[src/design/sps_pkg.sv]
// Shared types and constants for the synced phasor block.
`timescale 1ns / 1ps

package sps_pkg;

    localparam int SPEED_BITS = 6;
    localparam int MODE_BITS  = 4;

    typedef logic signed [SPEED_BITS-1:0] speed_t;

    localparam speed_t SPEED_ONE = 6'sd4;

    // Sync mode codes as written to the mode register.
    typedef enum logic [MODE_BITS-1:0] {
        MODE_HARD     = 4'd0,
        MODE_FIFTH    = 4'd1,
        MODE_OCTAVE   = 4'd2,
        MODE_SUBOCT   = 4'd3,
        MODE_RISE_A   = 4'd4,
        MODE_RISE_B   = 4'd5,
        MODE_FALL_A   = 4'd6,
        MODE_FALL_B   = 4'd7,
        MODE_PULL_A   = 4'd8,
        MODE_PULL_B   = 4'd9,
        MODE_PUSH_A   = 4'd10,
        MODE_PUSH_B   = 4'd11,
        MODE_HOLD     = 4'd12,
        MODE_ONESHOT  = 4'd13,
        MODE_LOCKSHOT = 4'd14,
        MODE_REVERSE  = 4'd15
    } mode_t;

    // Register indexes on the configuration port.
    localparam logic REG_SYNC_ENABLE = 1'b0;
    localparam logic REG_SYNC_MODE   = 1'b1;

    // Control state carried from sample to sample.
    typedef struct packed {
        speed_t speed;
        logic   gate;
        logic   sync_was_high;
        logic   wrapped_fwd;
    } ctl_t;

endpackage

[src/design/sps_step.sv]
// Per-sample sync and phase advance logic (combinational).
`timescale 1ns / 1ps

module sps_step #(
    parameter int PHASE_BITS = 32
) (
    input  logic                  sync_enable,
    input  sps_pkg::mode_t        sync_mode,
    input  logic [PHASE_BITS-1:0] phase,
    input  sps_pkg::ctl_t         ctl,
    input  logic [31:0]           phase_increment,
    input  logic [31:0]           phase_mod,
    input  logic signed [15:0]    sync_sample,
    output logic [PHASE_BITS-1:0] phase_next,
    output sps_pkg::ctl_t         ctl_next,
    output logic [31:0]           read_phase,
    output logic [31:0]           phasor,
    output logic                  end_of_cycle
);

    localparam int W  = (PHASE_BITS > 32) ? PHASE_BITS : 32;
    localparam int UP = (PHASE_BITS > 32) ? PHASE_BITS - 32 : 0;
    localparam int DN = (PHASE_BITS < 32) ? 32 - PHASE_BITS : 0;
    localparam int PW = PHASE_BITS + 6;   // product width
    localparam int DW = PHASE_BITS + 4;   // step width after the quarter shift

    function automatic logic [PHASE_BITS-1:0] from32(input logic [31:0] v);
        logic [W-1:0] t;
        t = W'(v) << UP;
        t = t >> DN;
        return t[PHASE_BITS-1:0];
    endfunction

    function automatic logic [31:0] to32(input logic [PHASE_BITS-1:0] v);
        logic [W-1:0] t;
        t = W'(v) >> UP;
        t = t << DN;
        return t[31:0];
    endfunction

    localparam logic [PHASE_BITS-1:0] QUARTER = from32(32'h4000_0000);
    localparam logic [PHASE_BITS-1:0] HALF    = from32(32'h8000_0000);

    logic                  high;
    logic                  edge_det;
    logic [PHASE_BITS-1:0] ph;
    logic signed [7:0]     q;
    logic signed [7:0]     t3;
    logic                  g;
    logic [PHASE_BITS-1:0] ph_read;
    logic [31:0]           inc_clamped;
    logic [PHASE_BITS-1:0] inc_s;
    logic [5:0]            mag;
    logic [PW-1:0]         prod;
    logic [DW-1:0]         delta;
    logic [DW:0]           sum;
    logic                  fwd;
    logic                  eoc;
    logic [PHASE_BITS-1:0] ph_adv;

    assign high     = (sync_sample > 16'sd0);
    assign edge_det = high && !ctl.sync_was_high;

    // sync stage
    always_comb
    begin
        ph = phase;
        q  = 8'(ctl.speed);
        g  = ctl.gate;
        t3 = 8'(q * 8'sd3);
        if (sync_enable)
        begin
            case (sync_mode)
                sps_pkg::MODE_HARD:
                begin
                    if (edge_det) ph = '0;
                end
                sps_pkg::MODE_FIFTH:
                begin
                    // C division truncates toward zero
                    if (edge_det) q = (t3 + ((t3 < 0) ? 8'sd1 : 8'sd0)) >>> 1;
                    if (q > 8'sd6) q = 8'sd4;
                end
                sps_pkg::MODE_OCTAVE:
                begin
                    if (edge_det) q = q <<< 1;
                    if (q > 8'sd8) q = 8'sd4;
                end
                sps_pkg::MODE_SUBOCT:
                begin
                    if (edge_det) q = (q + ((q < 0) ? 8'sd1 : 8'sd0)) >>> 1;
                    if (q < 8'sd2) q = 8'sd4;
                end
                sps_pkg::MODE_RISE_A:
                begin
                    if (edge_det) q = q + 8'sd2;
                    if (q > 8'sd8) q = 8'sd4;
                end
                sps_pkg::MODE_RISE_B:
                begin
                    if (edge_det) q = q + 8'sd2;
                    if (q > 8'sd16) q = 8'sd4;
                end
                sps_pkg::MODE_FALL_A:
                begin
                    if (edge_det) q = q - 8'sd2;
                    if (q < 8'sd4) q = 8'sd8;
                end
                sps_pkg::MODE_FALL_B:
                begin
                    if (edge_det) q = q - 8'sd2;
                    if (q < 8'sd4) q = 8'sd16;
                end
                sps_pkg::MODE_PULL_A:
                begin
                    if (edge_det) ph = ph - HALF;
                end
                sps_pkg::MODE_PULL_B:
                begin
                    if (edge_det) ph = ph - QUARTER;
                end
                sps_pkg::MODE_PUSH_A:
                begin
                    if (edge_det) ph = ph + QUARTER;
                end
                sps_pkg::MODE_PUSH_B:
                begin
                    if (edge_det) ph = ph + HALF;
                end
                sps_pkg::MODE_HOLD:
                begin
                    if (edge_det) q = q - 8'sd4;
                    if (q < 8'sd0) q = 8'sd4;
                end
                sps_pkg::MODE_ONESHOT, sps_pkg::MODE_LOCKSHOT:
                begin
                    if (ctl.wrapped_fwd)
                    begin
                        g = 1'b0;
                        q = 8'sd0;
                    end
                    if (edge_det)
                    begin
                        g = 1'b1;
                        q = 8'sd4;
                        if (sync_mode == sps_pkg::MODE_ONESHOT) ph = '0;
                    end
                    // parked at phase zero until re-triggered
                    if (q != 8'sd4) ph = '0;
                end
                default:
                begin
                    if (edge_det) q = -q;
                end
            endcase
        end
        else
        begin
            q = 8'sd4;
            g = 1'b1;
        end
    end

    assign ph_read = ph + from32(phase_mod);

    // advance stage
    assign inc_clamped = (phase_increment > 32'h8000_0000) ? 32'h8000_0000 : phase_increment;
    assign inc_s       = from32(inc_clamped);
    assign mag         = q[7] ? 6'(-q) : 6'(q);
    assign prod        = PW'(inc_s) * PW'(mag);
    assign delta       = prod[PW-1:2];
    assign sum         = (DW+1)'(ph) + (DW+1)'(delta);

    always_comb
    begin
        fwd    = 1'b0;
        eoc    = 1'b0;
        ph_adv = ph;
        if (!q[7] && (q != 8'sd0))
        begin
            fwd    = |sum[DW:PHASE_BITS];
            eoc    = fwd;
            ph_adv = sum[PHASE_BITS-1:0];
        end
        else if (q[7])
        begin
            eoc    = delta > DW'(ph);
            ph_adv = ph - delta[PHASE_BITS-1:0];
        end
    end

    assign phase_next             = ph_adv;
    assign ctl_next.speed         = q[5:0];
    assign ctl_next.gate          = g;
    assign ctl_next.sync_was_high = high;
    assign ctl_next.wrapped_fwd   = fwd;

    assign read_phase   = to32(ph_read);
    assign phasor       = to32(ph_adv);
    assign end_of_cycle = eoc;

endmodule

[src/design/synced_phasor_with_sync_modes.sv]
// Top level of the synced phasor: stream channels, state and config registers.
`timescale 1ns / 1ps

// Synced phasor with sixteen sync modes.
//
// Input stream (s_*): one transaction per audio sample carrying the phase
// increment, the phase offset and the sync source sample. Output stream
// (m_*): one transaction per input sample with the read phase, the advanced
// phasor, the speed in quarter units and the gate; m_tlast flags that the
// advance crossed a cycle boundary.
// Config port: cfg_wr_en writes cfg_wdata into register cfg_index
// (0 sync enable, 1 sync mode) at the clock edge. A mode change resets
// speed to one and opens the gate. Write only while the block is idle.
//
// Pipeline: an input transaction is taken into the input register, then its
// result into the result register (two register stages), and goes out on m_*.
// Throughput: one sample per cycle unless m_tready stalls; the phase/speed
// recurrence closes through the sync logic and a phase-by-6-bit multiply.
// Back-pressure: when m_tready is low the result register holds, the input
// register still takes one more sample, then s_tready drops.
// Reset: both stages empty, phase 0, speed one, gate open, sync disabled,
// mode hard.

module synced_phasor_with_sync_modes #(
    parameter int PHASE_BITS = 32
) (
    input  logic        clk,
    input  logic        rst_n,
    // slave stream
    input  logic        s_tvalid,
    output logic        s_tready,
    input  logic [79:0] s_tdata,   // phase_increment[31:0], phase_mod[63:32],
                                   // sync_sample[79:64]
    // master stream
    output logic        m_tvalid,
    input  logic        m_tready,
    output logic [71:0] m_tdata,   // read_phase[31:0], phasor[63:32],
                                   // speed[69:64], gate[70], zero[71]
    output logic        m_tlast,   // end_of_cycle
    // config write port
    input  logic        cfg_wr_en,
    input  logic [0:0]  cfg_index,
    input  logic [3:0]  cfg_wdata
);

    // input register
    logic               in_valid_reg;
    logic [31:0]        inc_reg;
    logic [31:0]        pmod_reg;
    logic signed [15:0] sample_reg;

    // result register
    logic               out_valid_reg;
    logic [31:0]        read_phase_reg;
    logic [31:0]        phasor_reg;
    logic               eoc_reg;
    sps_pkg::speed_t    speed_reg;
    logic               gate_reg;

    // phasor state and config
    logic [PHASE_BITS-1:0] phase_reg;
    sps_pkg::ctl_t         ctl_reg;
    logic                  sync_enable_reg;
    sps_pkg::mode_t        sync_mode_reg;

    logic [PHASE_BITS-1:0] phase_next;
    sps_pkg::ctl_t         ctl_next;
    logic [31:0]           read_phase_next;
    logic [31:0]           phasor_next;
    logic                  eoc_next;
    logic                  advance;
    logic                  mode_change;

    assign advance     = in_valid_reg && (!out_valid_reg || m_tready);
    assign s_tready    = !in_valid_reg || advance;
    assign mode_change = cfg_wr_en && (cfg_index == sps_pkg::REG_SYNC_MODE)
                         && (sps_pkg::mode_t'(cfg_wdata) != sync_mode_reg);

    sps_step #(
        .PHASE_BITS (PHASE_BITS)
    ) u_step (
        .sync_enable     (sync_enable_reg),
        .sync_mode       (sync_mode_reg),
        .phase           (phase_reg),
        .ctl             (ctl_reg),
        .phase_increment (inc_reg),
        .phase_mod       (pmod_reg),
        .sync_sample     (sample_reg),
        .phase_next      (phase_next),
        .ctl_next        (ctl_next),
        .read_phase      (read_phase_next),
        .phasor          (phasor_next),
        .end_of_cycle    (eoc_next)
    );

    // input stage
    always_ff @(posedge clk or negedge rst_n)
    begin
        if (!rst_n)
        begin
            in_valid_reg <= 1'b0;
        end
        else if (s_tready)
        begin
            in_valid_reg <= s_tvalid;
        end
    end

    always_ff @(posedge clk)
    begin
        if (s_tready && s_tvalid)
        begin
            inc_reg    <= s_tdata[31:0];
            pmod_reg   <= s_tdata[63:32];
            sample_reg <= s_tdata[79:64];
        end
    end

    // result stage
    always_ff @(posedge clk or negedge rst_n)
    begin
        if (!rst_n)
        begin
            out_valid_reg <= 1'b0;
        end
        else if (advance)
        begin
            out_valid_reg <= 1'b1;
        end
        else if (m_tready)
        begin
            out_valid_reg <= 1'b0;
        end
    end

    always_ff @(posedge clk)
    begin
        if (advance)
        begin
            read_phase_reg <= read_phase_next;
            phasor_reg     <= phasor_next;
            eoc_reg        <= eoc_next;
            speed_reg      <= ctl_next.speed;
            gate_reg       <= ctl_next.gate;
        end
    end

    // phasor state; a mode write that changes the mode resets speed and gate
    always_ff @(posedge clk or negedge rst_n)
    begin
        if (!rst_n)
        begin
            phase_reg             <= '0;
            ctl_reg.speed         <= sps_pkg::SPEED_ONE;
            ctl_reg.gate          <= 1'b1;
            ctl_reg.sync_was_high <= 1'b0;
            ctl_reg.wrapped_fwd   <= 1'b0;
        end
        else
        begin
            if (advance)
            begin
                phase_reg <= phase_next;
                ctl_reg   <= ctl_next;
            end
            if (mode_change)
            begin
                ctl_reg.speed <= sps_pkg::SPEED_ONE;
                ctl_reg.gate  <= 1'b1;
            end
        end
    end

    // config registers
    always_ff @(posedge clk or negedge rst_n)
    begin
        if (!rst_n)
        begin
            sync_enable_reg <= 1'b0;
            sync_mode_reg   <= sps_pkg::MODE_HARD;
        end
        else if (cfg_wr_en)
        begin
            case (cfg_index)
                sps_pkg::REG_SYNC_ENABLE: sync_enable_reg <= cfg_wdata[0];
                sps_pkg::REG_SYNC_MODE:   sync_mode_reg   <= sps_pkg::mode_t'(cfg_wdata);
                default: ;
            endcase
        end
    end

    assign m_tvalid = out_valid_reg;
    assign m_tlast  = eoc_reg;
    assign m_tdata  = {1'b0, gate_reg, speed_reg, phasor_reg, read_phase_reg};

`ifndef ASSERT_OFF
    // a closed gate only comes from a finished shot, which stops the phasor
    a_gate_closed_stops: assert property (@(posedge clk) disable iff (!rst_n)
        (m_tvalid && !m_tdata[70]) |-> (m_tdata[69:64] == 6'd0))
        else $error("gate closed with nonzero speed");

    // a stopped phasor cannot report a cycle crossing
    a_eoc_needs_speed: assert property (@(posedge clk) disable iff (!rst_n)
        (m_tvalid && m_tlast) |-> (m_tdata[69:64] != 6'd0))
        else $error("end of cycle at zero speed");

    // with the result stage empty the input side must never stall
    a_no_false_stall: assert property (@(posedge clk) disable iff (!rst_n)
        !out_valid_reg |-> s_tready)
        else $error("input stalled with empty result stage");

    // a stalled result is not overwritten
    a_result_holds: assert property (@(posedge clk) disable iff (!rst_n)
        (out_valid_reg && !m_tready) |=> (out_valid_reg && $stable(phasor_reg)))
        else $error("stalled result lost");
`endif

endmodule

[config.mk]
export PLATFORM = sky130hd
export DESIGN_NAME = synced_phasor_with_sync_modes
export DESIGN_NICKNAME = d
export VERILOG_FILES = /design/src/design/sps_pkg.sv /design/src/design/sps_step.sv /design/src/design/synced_phasor_with_sync_modes.sv
export SDC_FILE = /design/constraint.sdc
export NUM_CORES = 1
export LEC_CHECK = 0
export BUFFER_PORTS_ARGS = -buffer_cell sky130_fd_sc_hd__buf_2
export CAP_MARGIN = 30
export CORE_UTILIZATION = 26
export CTS_BUF_LIST = sky130_fd_sc_hd__clkbuf_4 sky130_fd_sc_hd__clkbuf_8 sky130_fd_sc_hd__clkbuf_16
export DETAILED_ROUTE_END_ITERATION = 7
export GPL_TIMING_DRIVEN = 0
export SYNTH_ARGS = -nofsm -noshare
export SYNTH_HDL_FRONTEND = slang
export SYNTH_SLANG_ARGS = --single-unit
[constraint.sdc]
create_clock -name clk -period 11.4 [get_ports clk]
set_input_delay 2.28 -clock clk [delete_from_list [all_inputs] [get_ports clk]]
set_output_delay 2.28 -clock clk [all_outputs]
set_load 0.005 [all_outputs]
==> flow_metrics.tcl <==
set metrics [dict create \
    slowest_stage "or4_4" \
    syn_area_sq_um 21400 \
    vdd_drop_max_mv 0.198 \
    dp_hpwl_microns 56000 \
    wire_per_inst_microns 19.4 \
    synth_top_cell_by_area "edfxtp_1" \
    critPathMostFrequentCell "buf_6" \
    r2r_setup_slack_ns -0.18 \
    worstMarginPinSlew_ns 1.07 \
    synth_nets 2871 \
    violations "negative setup slack" \
    p_leak_nw 11.2 \
    grt_max_degree 59 \
    die_area_sq_um 83500 \
    powerDensity_nw_per_um2 283 \
    drt_iter0_drc 1741 \
    ys_async_sr_fraction_pct 24.0 \
    start_util_pct 26.4 \
    coreArea_sq_um 80900 \
    status "complete, but fails checks" \
    drt-pass1-iter-count 5 \
    yosysTopAreaCellShare_pct 21.3 \
    clk_pin_slew_ns 0.09 \
    track_usage_pct 17.3 \
    die_w_microns 289 \
    slew_headroom_pct 28.8 \
    fin_crit_sh_pct 102 \
    synthTopCellsByArea "edfxtp_1 21%, fa_1 12%, ha_1 11%, dfrtp_1 5.4%, inv_1 4.6%" \
    hold_start "sample_reg[15]$_DFFE_PP_" \
    worst-r2r-cell-count 53 \
    ys_ff_latch 200 \
    cp_data_required_time_ns 11.67 \
    setup.worst_path.end "m_tlast$_DFFE_PP_" \
    io_buffers 163 \
    finalSetupViolCount 5 \
    yosysSeqAreaShare_pct 27.0 \
    power_mw 7.56 \
    nets 3145 \
    htreeDepth 4 \
    diodes 0 \
    postSynthCellCount 2462 \
    arrival_ns 11.85 \
    slew_viol_final 0 \
    drt-total-wl_microns 73900 \
    fp.dieH_microns 289 \
    drc 0 \
    cpLargestDelayFamily "compound AO/OA/AOI/OAI gates" \
    final_util_pct 33.1 \
    critPathMaxFanout 8 \
    postRouteAntennaNets 0 \
    setup_slack_ns -0.181 \
    ys_warn_count 0 \
    avgSynthCellArea_sq_um 8.69 \
    hold_violations 0 \
    grt-ovfl-total 0 \
    cp-end-kind "flip-flop" \
    ys_types 98 \
    drv_cap 0 \
    ys.flop_type "edfxtp_1" \
    cts_tree "done" \
    grt_setup_unrepaired "true" \
    rows 104 \
    cts_buffers 17 \
    root_buffer "clkbuf_16" \
    clkLatencyLatePin_ns 0.52 \
    min_period_ns 11.58 \
    vias 19500 \
    cts.sinks 200 \
    slowest_delay_ns 0.55 \
    grt_pass1_wl_microns 110000 \
    via_per_inst 5.13 \
    io_pins 165 \
    hp-class "reg2reg" \
    critical_path_class "reg2reg" \
    antenna_found_initial 3 \
    crit_buf_inv 12 \
    syn2layout_area_growth_pct 25.1 \
    hold_ws_ns 0.468 \
    ys_top_cells_by_count "263 x inv_1, 247 x nand2_1, 239 x nor2_1" \
    synth_most_common_cell "inv_1" \
    r2r-start "sample_reg[12]$_DFFE_PP_" \
    startpoint "sample_reg[12]$_DFFE_PP_" \
    clk_path_buf_depth 2 \
    cp.depth 53 \
    max_freq_ghz 0.0863 \
    synth-edff-count 152 \
    drive_gt1_share_pct 23.0 \
    reg2reg_to "m_tlast$_DFFE_PP_" \
    gp_congestion 0.941 \
    crit_path_start_kind "flip-flop" \
    first_global_vias 18400 \
    finalClockSkew_ns 0.0211 \
]
-- cells in the final DEF (no fill, tap or decap), types with 15 or more instances in the layout --
master,count
inv_1,250
nand2_1,240
nor2_1,221
buf_2,175
ha_1,156
edfxtp_1,152
a21oi_1,148
fa_1,122
buf_4,98
o21ai_0,97
xnor2_1,52
a21o_1,52
nand3_1,49
dfrtp_1,44
and2_1,43
nor3_1,43
clkbuf_1,41
nand2b_1,41
a31oi_1,31
ha_4,26
mux2_2,25
a21oi_2,24
nor2b_1,22
nor4_1,22
xor2_1,20
nand4_1,20
clkbuf_16,19
o21a_1,16
and3_1,15
-- worst register-to-register path: cells and delay by family (launching register included) --
| family | cells | cell delay [ns] |
|---|---|---|
| fa+ha+maj | 6 | 2.16 |
| compound gates | 23 | 4.84 |
| flops | 1 | 0.37 |
| simple gates | 10 | 1.99 |
| buf+inv | 12 | 1.63 |
| xor+xnor | 2 | 0.34 |
-- worst min-delay path by stage --
stage	cells after the start	endpoint	slack, ns
2_1_floorplan	1	ctl_reg[1]$_DFFE_PN0P_	0.44
3_3_place_gp	1	ctl_reg[1]$_DFFE_PN0P_	0.45
3_5_place_dp	1	ctl_reg[1]$_DFFE_PN0P_	0.46
4_1_cts	1	ctl_reg[1]$_DFFE_PN0P_	0.47
5_1_grt	1	ctl_reg[1]$_DFFE_PN0P_	0.51
6_report	1	ctl_reg[1]$_DFFE_PN0P_	0.47
-- report_power, final --
part | switching (mW) | internal [mW]
logic | 3.42 | 2.26
clock network | 0.371 | 0.300
registers | 0.0919 | 1.11
-- cell families (layout without fill, tap and decap cells) --
family,Yosys count,count (layout),synth area share (%)
AO/OA/AOI/OAI,603,603,18.8
AND/OR/NAND/NOR,827,827,18.3
buffers and inverters,378,665,7.08
XOR/XNOR,100,100,4.09
adder cells (fa/ha/maj),319,319,23.0
flip-flops,200,200,27.0
other,1,1,0.0175
multiplexers,34,34,1.79
-- through the flow --
stage	worst slack (ns)	instances	setup TNS, ns	instance area, sq um
6_report	-0.181	3809	-0.437	26800
3_3_place_gp	-2.96	3685	-101.98	23600
2_1_floorplan	0.0231	2462	0	21400
3_5_place_dp	-2.81	3690	-98.08	23700
5_1_grt	-0.446	3809	-4.42	26800
4_1_cts	0.000333	3770	0	25700
-- routing by layer --
metal  vias up  global-route usage [%]  wire [microns]
li1       9133                       -               -
met1      9499                    23.4           32100
met2       764                    28.3           34700
met3       134                    2.97            5010
met4         2                    4.87            2030
met5         -                       0              12
-- what timing repair did --
item,4_1_cts,5_1_grt
pin swaps,68,111
endpoints found under the setup margin,53,36
setup buffers,58,45
resized for setup,230,163
hold buffers,0,0
gates cloned,1,0
-- final cells by class --
cell class / instances / area [sq um]
sequential: 200 / 5770
fill: 8393 / 54200
buffer: 98 / 714
inverter: 266 / 1040
multi-input combinational: 1884 / 15500
tap: 1060 / 1330
clock buffer: 17 / 425
timing repair buffer: 269 / 1740
clock inverter: 15 / 190
Note: power is estimated with default switching activity, not from simulation.
